<file path="config.mk">
export PLATFORM = sky130hd
export DESIGN_NAME = bitmap_first_fit_block_allocator
export DESIGN_NICKNAME = d
export VERILOG_FILES = /design/src/rtl/bffa_pkg.sv /design/src/rtl/bffa_cell.sv /design/src/rtl/bffa_ctrl.sv /design/src/rtl/bitmap_first_fit_block_allocator.sv
export SDC_FILE = /design/constraint.sdc
export NUM_CORES = 1
export LEC_CHECK = 0
export BUFFER_PORTS_ARGS = -buffer_cell sky130_fd_sc_hd__buf_2
export CORE_ASPECT_RATIO = 1.75
export CORE_MARGIN = 3
export CORE_UTILIZATION = 40
export DETAILED_ROUTE_END_ITERATION = 8
export GPL_ROUTABILITY_DRIVEN = 0
export MAX_ROUTING_LAYER = met4
export SETUP_SLACK_MARGIN = 0.15
export SLEW_MARGIN = 25
export SYNTH_ARGS = -nofsm -noshare
export SYNTH_HDL_FRONTEND = slang
export SYNTH_SLANG_ARGS = --single-unit
</file>
<file path="constraint.sdc">
create_clock -name clock -period 6.3 [get_ports clock]
set_clock_uncertainty 0.15 [all_clocks]
set_input_delay 0.945 -clock clock [delete_from_list [all_inputs] [get_ports clock]]
set_output_delay 0.945 -clock clock [all_outputs]
set_load 0.05 [all_outputs]
</file>
<file path="src/rtl/bffa_pkg.sv">
`timescale 1ns / 1ps

package bffa_pkg;

   // Operation codes of a request word.
   localparam logic [1:0] OP_ALLOC = 2'd0;
   localparam logic [1:0] OP_FREE  = 2'd1;
   localparam logic [1:0] OP_CLEAR = 2'd2;

   typedef struct packed {
      logic [1:0] operation;
      logic [6:0] block_count;
      logic [5:0] first_block;
   } req_word_type;

   typedef struct packed {
      logic       ok;
      logic [5:0] start_index;
   } rsp_word_type;

   // Broadcast from the controller to every cell of the map.
   typedef struct packed {
      logic       shift;
      logic       mark;
      logic       free_en;
      logic       clear_all;
      logic [6:0] count;
      logic [5:0] first;
   } cell_ctrl_type;

endpackage

</file>
<file path="src/rtl/bffa_cell.sv">
`timescale 1ns / 1ps

module bffa_cell
   import bffa_pkg::*;
#(
   parameter int BLOCK_COUNT = 64,
   parameter int CELL_IDX    = 0
) (
   input  logic          clock,
   input  logic          reset,
   input  cell_ctrl_type ctrl,
   input  logic          right_bit,
   output logic          used_bit
);

   localparam int IDX_W = $clog2(BLOCK_COUNT);
   localparam int CW    = (IDX_W + 1 > 8) ? IDX_W + 1 : 8;

   logic [CW-1:0] pos;
   logic          mark_hit;
   logic          free_hit;
   logic          used_ff;
   logic          used_in;

   assign pos = CW'(CELL_IDX);

   // After the shift this cell holds one of the last count blocks scanned.
   assign mark_hit = (pos + CW'(ctrl.count)) >= CW'(BLOCK_COUNT);
   assign free_hit = (pos >= CW'(ctrl.first)) &&
                     (pos < (CW'(ctrl.first) + CW'(ctrl.count)));

   always_comb begin
      used_in = used_ff;
      if (ctrl.clear_all) begin
         used_in = 1'b0;
      end else if (ctrl.shift) begin
         used_in = (ctrl.mark && mark_hit) ? 1'b1 : right_bit;
      end else if (ctrl.free_en && free_hit) begin
         used_in = 1'b0;
      end
   end

   always_ff @(posedge clock) begin
      if (reset) begin
         used_ff <= 1'b0;
      end else begin
         used_ff <= used_in;
      end
   end

   assign used_bit = used_ff;

endmodule

</file>
<file path="src/rtl/bffa_ctrl.sv">
`timescale 1ns / 1ps

module bffa_ctrl
   import bffa_pkg::*;
#(
   parameter int BLOCK_COUNT = 64
) (
   input  logic          clock,
   input  logic          reset,
   input  logic          start,
   output logic          busy,
   input  req_word_type  req_data,
   output logic          rsp_valid,
   output rsp_word_type  rsp_data,
   input  logic          head_bit,
   output cell_ctrl_type ctrl
);

   localparam int IDX_W = $clog2(BLOCK_COUNT);
   localparam int AW    = (IDX_W + 1 > 8) ? IDX_W + 1 : 8;

   localparam logic ST_IDLE = 1'b0;
   localparam logic ST_SCAN = 1'b1;

   logic             state_ff, state_in;
   logic [IDX_W-1:0] step_ff, step_in;
   logic [6:0]       run_ff, run_in;
   logic [6:0]       count_ff, count_in;
   logic             found_ff, found_in;
   logic [5:0]       start_ff, start_in;
   logic             rsp_valid_ff, rsp_valid_in;
   rsp_word_type     rsp_ff, rsp_in;

   logic             accept;
   logic             scanning;
   logic             last_step;
   logic             count_fits;
   logic             free_ok;
   logic [6:0]       run_next;
   logic             hit;
   logic [AW-1:0]    hit_start;

   assign accept    = start && (state_ff == ST_IDLE);
   assign scanning  = (state_ff == ST_SCAN);
   assign last_step = (step_ff == IDX_W'(BLOCK_COUNT - 1));

   assign count_fits = (req_data.block_count != 7'd0) &&
                       (AW'(req_data.block_count) <= AW'(BLOCK_COUNT));
   assign free_ok    = (req_data.block_count != 7'd0) &&
                       ((AW'(req_data.first_block) + AW'(req_data.block_count))
                        <= AW'(BLOCK_COUNT));

   assign run_next  = head_bit ? 7'd0 : (run_ff + 7'd1);
   assign hit       = scanning && !found_ff && !head_bit && (run_next == count_ff);
   assign hit_start = AW'(step_ff) + AW'(1) - AW'(count_ff);

   always_comb begin
      ctrl.shift     = scanning;
      ctrl.mark      = hit;
      ctrl.free_en   = accept && (req_data.operation == OP_FREE);
      ctrl.clear_all = accept && (req_data.operation == OP_CLEAR);
      ctrl.count     = scanning ? count_ff : req_data.block_count;
      ctrl.first     = req_data.first_block;
   end

   always_comb begin
      state_in         = state_ff;
      step_in          = step_ff;
      run_in           = run_ff;
      count_in         = count_ff;
      found_in         = found_ff;
      start_in         = start_ff;
      rsp_valid_in     = 1'b0;
      rsp_in           = rsp_ff;
      case (state_ff)
         ST_IDLE: begin
            if (accept) begin
               rsp_in.ok          = 1'b0;
               rsp_in.start_index = 6'd0;
               case (req_data.operation)
                  OP_ALLOC: begin
                     if (count_fits) begin
                        state_in = ST_SCAN;
                        step_in  = '0;
                        run_in   = 7'd0;
                        count_in = req_data.block_count;
                        found_in = 1'b0;
                        start_in = 6'd0;
                     end else begin
                        rsp_valid_in = 1'b1;
                     end
                  end
                  OP_FREE: begin
                     rsp_valid_in = 1'b1;
                     rsp_in.ok    = free_ok;
                  end
                  OP_CLEAR: begin
                     rsp_valid_in = 1'b1;
                     rsp_in.ok    = 1'b1;
                  end
                  default: begin
                     rsp_valid_in = 1'b1;
                  end
               endcase
            end
         end
         ST_SCAN: begin
            step_in = step_ff + IDX_W'(1);
            if (!found_ff) begin
               run_in = run_next;
            end
            if (hit) begin
               found_in = 1'b1;
               start_in = hit_start[5:0];
            end
            if (last_step) begin
               state_in           = ST_IDLE;
               rsp_valid_in       = 1'b1;
               rsp_in.ok          = found_in;
               rsp_in.start_index = found_in ? start_in : 6'd0;
            end
         end
         default: begin
            state_in = ST_IDLE;
         end
      endcase
   end

   always_ff @(posedge clock) begin
      if (reset) begin
         state_ff     <= ST_IDLE;
         step_ff      <= '0;
         run_ff       <= 7'd0;
         found_ff     <= 1'b0;
         rsp_valid_ff <= 1'b0;
      end else begin
         state_ff     <= state_in;
         step_ff      <= step_in;
         run_ff       <= run_in;
         found_ff     <= found_in;
         rsp_valid_ff <= rsp_valid_in;
      end
   end

   always_ff @(posedge clock) begin
      count_ff <= count_in;
      start_ff <= start_in;
      rsp_ff   <= rsp_in;
   end

   assign busy      = scanning;
   assign rsp_valid = rsp_valid_ff;
   assign rsp_data  = rsp_ff;

`ifndef SYNTHESIS
   a_rsp_only_idle: assert property (@(posedge clock) disable iff (reset)
      rsp_valid_ff |-> (state_ff == ST_IDLE))
      else $error("result strobe while scanning");

   a_accept_answers: assert property (@(posedge clock) disable iff (reset)
      accept |=> (rsp_valid_ff || scanning))
      else $error("accepted word neither answered nor scanning");

   a_found_sticks: assert property (@(posedge clock) disable iff (reset)
      (scanning && found_ff && !last_step) |=> found_ff)
      else $error("found flag dropped mid scan");

   a_run_bounded: assert property (@(posedge clock) disable iff (reset)
      (scanning && !found_ff) |-> (run_ff < count_ff))
      else $error("free run passed requested count");
`endif

endmodule

</file>
<file path="src/rtl/bitmap_first_fit_block_allocator.sv">
`timescale 1ns / 1ps

// First-fit contiguous block allocator over a bitmap of BLOCK_COUNT used marks.
// Request word (req_data) is taken at a clock edge with start high and busy low.
//   allocate: find the lowest run of block_count free blocks, mark it used,
//             return its start block; ok low on zero count or no fitting run.
//   free:     clear block_count marks from first_block; a run that passes the
//             end of the map is clipped and answered with ok low.
//   clear:    mark every block free, ok high.
// Each result word appears on rsp_data for exactly one cycle with rsp_valid
// high; the receiver cannot stall, so results are never held back.
// The map lives in a ring of one-bit cells. An allocation rotates the ring one
// full turn past the scanner at cell 0, one block per cycle, and marks the run
// in the cells just passed when it completes; the result comes at the end of
// the turn, and busy stays high until then, so no new word is taken during a
// scan. Free, clear, a zero or oversize count and an unknown operation are
// answered in the cycle after accept without a scan, busy stays low.
// Reset (synchronous) frees every block and drops any scan in progress.

module bitmap_first_fit_block_allocator
   import bffa_pkg::*;
#(
   parameter int BLOCK_COUNT = 64
) (
   input  logic         clock,
   input  logic         reset,
   input  logic         start,
   output logic         busy,
   input  req_word_type req_data,
   output logic         rsp_valid,
   output rsp_word_type rsp_data
);

   // Cell k holds the mark of block (k + turn offset); idle offset is zero.
   logic [BLOCK_COUNT-1:0] map_bit;
   cell_ctrl_type          ctrl;

   bffa_ctrl #(
      .BLOCK_COUNT(BLOCK_COUNT)
   ) u_ctrl (
      .clock    (clock),
      .reset    (reset),
      .start    (start),
      .busy     (busy),
      .req_data (req_data),
      .rsp_valid(rsp_valid),
      .rsp_data (rsp_data),
      .head_bit (map_bit[0]),
      .ctrl     (ctrl)
   );

   // Advance every mark one cell toward the scanner; cell 0 feeds the tail.
   for (genvar k = 0; k < BLOCK_COUNT; k++) begin : g_cell
      bffa_cell #(
         .BLOCK_COUNT(BLOCK_COUNT),
         .CELL_IDX   (k)
      ) u_cell (
         .clock    (clock),
         .reset    (reset),
         .ctrl     (ctrl),
         .right_bit(map_bit[(k + 1) % BLOCK_COUNT]),
         .used_bit (map_bit[k])
      );
   end

endmodule

</file>
==> Yosys cells after proc, flatten, opt, wreduce, memory -nomap -nowiden <==
Cells that the tools add are included.
{ "totals": {"in_bits": 18, "output_inout_bits": 9, "regBits": 100, "word_cells": 845} }
{ "op_classes": {"n_bitwise": 1, "n_addsub": 69, "reduce_logical": 273, "muxes": 226, "n_eq_ne": 9, "n_lt_le_gt_ge": 194} }
{ "ops": {"columns": ["operator", "n"], "rows": [
  ["$ge 8x7->1 const B", 63],
  ["$add 6x7->8 const A", 32],
  ["$lt 6x8->1 const A", 32],
  ["$mux 1", 205],
  ["$logic_and 1x1->1", 200],
  ["$ge 6x6->1 const A", 32],
  ["$add 5x7->8 const A", 16],
  ["$lt 5x8->1 const A", 16],
  ["$reduce_bool 2->1", 64],
  ["$ge 5x6->1 const A", 16],
  ["$add 4x7->8 const A", 8],
  ["$lt 4x8->1 const A", 8],
  ["$mux 7", 8],
  ["$ge 4x6->1 const A", 8],
  ["$add 3x7->8 const A", 4],
  ["$lt 3x8->1 const A", 4],
  ["$mux 6", 5],
  ["$pmux 7 s2", 2],
  ["$ge 3x6->1 const A", 4],
  ["$pmux 6 s2", 2],
  ["$add 2x7->8 const A", 2],
  ["$add 6x7->8", 2],
  ["$lt 1x8->1 const A", 2],
  ["$lt 2x8->1 const A", 2],
  ["24 further kinds", 35]
]} }

==> Longest topological paths before layout <==
{ "depth": {"ltp_word": 9, "depth_mapped": 17, "mapped_depth_nobuf": 12} }

==> Least setup slack after synthesis <==
OpenSTA, ideal clock, no wires.
{ "synth_timing": {"kind": "reg-to-reg", "start": "reg u_ctrl.state_ff, in the netlist u_ctrl.busy", "end": "reg g_cell[1].u_cell.used_ff", "n_path_buf": 5, "required_ns": 6.080, "t_arrival_ns": 4.305, "period_less_slack_ns": 4.526, "path_slack_ns": 1.774, "setup_ns": 0.070, "path_stages_with_launch": 15, "path_cell_list": "dfxtp_1 > buf_4 > buf_2 > buf_2 > buf_2 > mux2i_1 > inv_1 > ha_1 > clkbuf_1 > and3_1 > a22oi_1 > mux2i_4 > nand2_2 > or4b_1 > a21oi_1"} }
{ "synth_between": {"elab_chain_cells": 6, "elab_cells_between_ends": 19, "classes_between": "2 x add/sub; 2 x order compare; 3 x mux; 1 x bitwise; 11 x reduce/logical"} }
{ "synth_lines": {"columns": ["element", "line", "rtl"], "rows": [
  ["from (decl)", "bffa_ctrl.sv:25", "logic state_ff, state_in;"],
  ["from (signal assigned)", "bffa_ctrl.sv:137", "state_ff <= state_in;"],
  ["$mux 7 / $logic_and 1x1->1 (equally long branches)", "bffa_ctrl.sv:62, bffa_ctrl.sv:54", null],
  ["$add 1x7->8, or another cell as far along", "bffa_cell.sv:28", "assign mark_hit = (pos + CW'(ctrl.count)) >= CW'(BLOCK_COUNT);"],
  ["$ge 8x7->1, or another cell as far along", "bffa_cell.sv:28", null],
  ["$logic_and 1x1->1, on equally long branches", "bffa_cell.sv:37, bffa_cell.sv:29", null],
  ["$mux 1 / $logic_and 1x1->1 (equally long branches)", "bffa_cell.sv:37, bffa_cell.sv:38", null],
  ["$mux 1 / $reduce_bool 2->1 (equally long branches)", null, null],
  ["to (signal assigned)", "bffa_cell.sv:47", "used_ff <= used_in;"],
  ["to (decl)", "bffa_cell.sv:22", "logic used_ff;"]
]} }
Several ways; a longest one is shown, not always the timed one.
A chain may end at the register's enable or synchronous reset.

==> Worst setup path after layout <==
{ "layout_timing": {"start": "reg u_ctrl.state_ff, in the netlist u_ctrl.busy", "end": "reg g_cell[13].u_cell.used_ff"} }
{ "layout_between": {"elab_chain_cells": 6, "elab_cells_between_ends": 19, "classes_between": "2 x add/sub; 2 x order compare; 3 x mux; 1 x bitwise; 11 x reduce/logical"} }
{ "layout_lines": {"columns": ["element", "line"], "rows": [
  ["$mux 7 / $logic_and 1x1->1 (equally long branches)", "bffa_ctrl.sv:62, bffa_ctrl.sv:54"],
  ["$add 4x7->8, or another cell as far along", "bffa_cell.sv:28"],
  ["$ge 8x7->1, or another cell as far along", "bffa_cell.sv:28"],
  ["$logic_and 1x1->1, on equally long branches", "bffa_cell.sv:37, bffa_cell.sv:29"],
  ["$mux 1 / $logic_and 1x1->1 (equally long branches)", "bffa_cell.sv:37, bffa_cell.sv:38"],
  ["$mux 1 / $reduce_bool 2->1 (equally long branches)", null],
  ["to (signal assigned)", "bffa_cell.sv:47"],
  ["to (decl)", "bffa_cell.sv:22"]
]} }
Several ways; a longest one is shown, not always the timed one.

==> run_results.csv <==
group,metric,value,unit
outcome,outcome,"complete, no violations",
pwr,swShare,38.9,%
synth,synth_edf_count,20,
floorplan,rows,68,
timing,finalSetupViolations,0,
global_route,grt_pass1_wl,53.9,mm
cts,cts_buffer_depth,2,
synth,avgSynthCellArea,7.26,sq um
min_path,hold_path.class,"reg2reg",
global_route,grt_overflow,0,
pwr,p_switching,0.000686,W
worst_setup_path,start_kind,"register",
cells_and_area,final_nets,1164,
timing,tightest_slew,1.29,ns
floorplan,die_y,196,um
cts,cts_tree,"built",
pwr,pwr-share-clk,32.4,%
place,dp_hpwl,25.9,mm
routing,vias,9249,
floorplan,start_util,41.3,%
worst_setup_path,ff2ff_path_depth,8,
floorplan,die_area,22400,sq um
pwr,totalPowerFinal,0.00177,W
synth,synthXorXnorAreaFrac,2.76,%
timing,rsz0062_at_grt,"no",
worst_setup_path,end_kind,"register",
routing,wl_per_cell,26.8,um
worst_setup_path,cp.arrival,4.70,ns
timing,maxSlewHeadroom,12.9,%
synth,synth_area,8250,sq um
worst_setup_path,r2r-start,"u_ctrl.busy",
timing,fin_crit,4.57,ns
timing,slew_viol_final,0,
timing,hold_viol,0,
timing,setup_tns,0,ns
worst_setup_path,r2r_end,"g_cell[13].u_cell.used_bit",
synth,synth-async-reset-ratio,0,%
cts,cts_buffers,9,
cts,cts_hold_buf,0,
cells_and_area,num_antenna_cells,0,
synth,synthSimpleGateAreaFrac,19.4,%
cells_and_area,layout-drive-gt1-share,7.85,%
worst_setup_path,worst-path-max-fanout,58,
worst_setup_path,path_cells,"buf_4 -> or3b_1 -> nor2_1 -> nand4_1 -> nor3_1 -> a21boi_4 -> nand2_1 -> o211ai_1",
synth,ys_seq_area_share,26.7,%
pwr,seq_power_share,38.0,%
worst_setup_path,slowest_stage,"dfxtp_2",
synth,synth_compound_area_share,36.5,%
synth,synthFlopType,"dfxtp_1",
pwr,leakagePower,3.15,nW
routing,dr.pass1.iters,6,
pwr,power.share.combinational,29.6,%
cts,postCtsSetupBuffers,0,
synth,ys_seq_elements,100,
routing,initialDrtViolationCount,1278,
global_route,grt_pass1_vias,8661,
place,port-buffer-count,26,
synth,syn_inst,1137,
min_path,worstHoldStart,"g_cell[27].u_cell.used_bit",
routing,viasPerCell,6.84,
cts,cts_resized,0,
floorplan,coreArea,20000,sq um
min_path,holdPathStages,2,
run,drv_cap,0,
timing,fmax,219,MHz
cts,clkSinkCount,100,
timing,period_share,72.6,%
routing,remaining_drc_errors,0,
floorplan,io_pins,27,
pwr,p_int,0.00108,W
cts,cts_root_buf,"clkbuf_16",
cts,path_clk_slew,0.08,ns
global_route,antenna_found_initial,0,
pwr,power_density,201,nW/um^2
worst_setup_path,reg2reg_slack,1.73,ns
cts,h-tree-depth,3,
min_path,min_to,"g_cell[27].u_cell.used_bit",
synth,synth_fa_ha_area_share,6.80,%
routing,drt-total-wl,36.3,mm
cts,clkLatencyLatePin,0.37,ns
worst_setup_path,cp.required,6.42,ns
worst_setup_path,critPathMaxStageDelay,0.75,ns
synth,synth_mux_area_share,1.96,%
routing,postRouteAntennaNets,0,
synth,synth_top_family_by_area,"compound AO/OA/AOI/OAI gates",
global_route,grt_max_degree,59,
pwr,max-vdd-ir-drop,0.171,mV
synth,yosys_warnings,0,
cells_and_area,syn_to_final_growth,6.58,%
global_route,track_usage,32.8,%
synth,ys_types,72,
floorplan,die_width,115,um
synth,synth_fp_nets,1198,
worst_setup_path,path_class,"reg2reg",
==> flip-flops by register name (all words and copies together), names as in the netlist, 6 cells and up <==
register and flops:
u_ctrl.run_ff 7, u_ctrl.start_ff 6, u_ctrl.rsp_data 7, u_ctrl.step_ff 6
u_ctrl.count_ff 7, g_cell.u_cell.used_bit 64
==> placed cells by master, fill, tap and decap left out, types with 24 or more instances in the layout <==
| master | count |
|---|---|
| a211oi_1 | 24 |
| a21oi_1 | 148 |
| a31oi_1 | 41 |
| buf_2 | 26 |
| dfxtp_1 | 79 |
| ha_1 | 40 |
| inv_1 | 32 |
| nand2_1 | 135 |
| nand3_1 | 28 |
| nor2_1 | 68 |
| nor3_1 | 24 |
| o211ai_1 | 24 |
| o21ai_0 | 117 |
| o21ai_1 | 31 |
==> metal layers <==
metal	global-route usage, %	routed length [um]	up-vias
met4	24.0	3330	0
met5	-	0	-
met2	54.3	18000	531
met1	35.7	12700	4433
met3	3.58	2200	145
li1	-	-	4140
==> critical path, delay by kind of cell, from the launching register on <==
family	cells	cell delay, ns
AOI/OAI and AO/OA	2	1.08
buffers and inverters	1	0.63
DFF	1	0.75
and+or+nand+nor	5	1.84
==> power by group through the flow <==
stage	combinational [W]	clock, W	sequential [W]
2_1_floorplan	0.000316	0	0.000690
3_3_place_gp	0.000492	0	0.000685
3_5_place_dp	0.000493	0	0.000685
4_1_cts	0.000495	0.000575	0.000670
5_1_grt	0.000553	0.000602	0.000672
6_report	0.000522	0.000572	0.000670
==> final cells by class <==
| type | instances | area, sq um |
|---|---|---|
| Tap cell | 245 | 307 |
| Sequential cell | 100 | 2200 |
| Clock buffer | 9 | 225 |
| Fill cell | 2048 | 11200 |
| Multi-Input combinational cell | 916 | 5600 |
| Timing Repair Buffer | 44 | 265 |
| Clock inverter | 7 | 70.1 |
| Inverter | 32 | 120 |
==> worst max path at each step <==
| stage | startpoint | slack, ns | end | depth (start not counted) |
|---|---|---|---|---|
| final | u_ctrl.busy | 1.73 | g_cell[13].u_cell.used_bit | 8 |
| after global routing | u_ctrl.busy | 1.47 | g_cell[30].u_cell.used_bit | 9 |
| after CTS | u_ctrl.busy | 1.79 | g_cell[13].u_cell.used_bit | 8 |
| after detailed placement | req_data[8] | 1.73 | g_cell[55].u_cell.used_bit | 12 |
| after global placement | req_data[8] | 1.82 | g_cell[30].u_cell.used_bit | 10 |
| after floorplan | u_ctrl.busy | 1.77 | g_cell[1].u_cell.used_bit | 14 |
==> kinds of logic after synthesis <==
kind of cell | count (synthesis)
AO/OA/AOI/OAI | 491
flip-flops | 100
AND/OR/NAND/NOR | 342
XOR/XNOR | 26
buffers and inverters | 121
multiplexers | 14
adder cells (fa/ha/maj) | 43
==> cell usage after synthesis (all sizes together) (5+ instances only) <==
cell type  number  area share, %
a211o           6           0.64
a211oi         26            2.4
a21o           15            1.4
a21oi         148            9.0
a221o           5           0.61
a311oi         10            1.1
a31o            6           0.64
a31oi          41            3.1
a32o            9            1.1
a32oi           8           0.85
and2           16            1.2
and3            9           0.68
buf            18            1.2
clkbuf         71            3.2
dfxtp          80             19
edfxtp         20            7.3
ha             40            6.1
inv            32            1.5
mux2i          10            1.4
nand2         136            6.2
nand2b          8           0.61
nand3          28            1.7
nand3b          5           0.46
nor2           69            3.1
nor2b          14            1.1
nor3           24            1.5
o211ai         24            2.2
o21ai         148            9.0
o311ai          5           0.53
or2             7           0.53
or3            11           0.89
xnor2          18            1.9
xor2            8           0.85
==> stage by stage <==
stage          hold slack [ns]  instance area (sq um)  std cells  setup WS, ns  util [%]
3_3_place_gp             0.302                   8500       1337          1.82      42.5
3_5_place_dp             0.308                   8500       1337          1.73      42.5
5_1_grt                  0.334                   8790       1353          1.47      44.0
6_report                 0.321                   8790       1353          1.73      44.0
4_1_cts                  0.319                   8790       1353          1.79      44.0
2_1_floorplan            0.286                   8250       1137          1.77         -
Power figures use the tool's default switching activity.
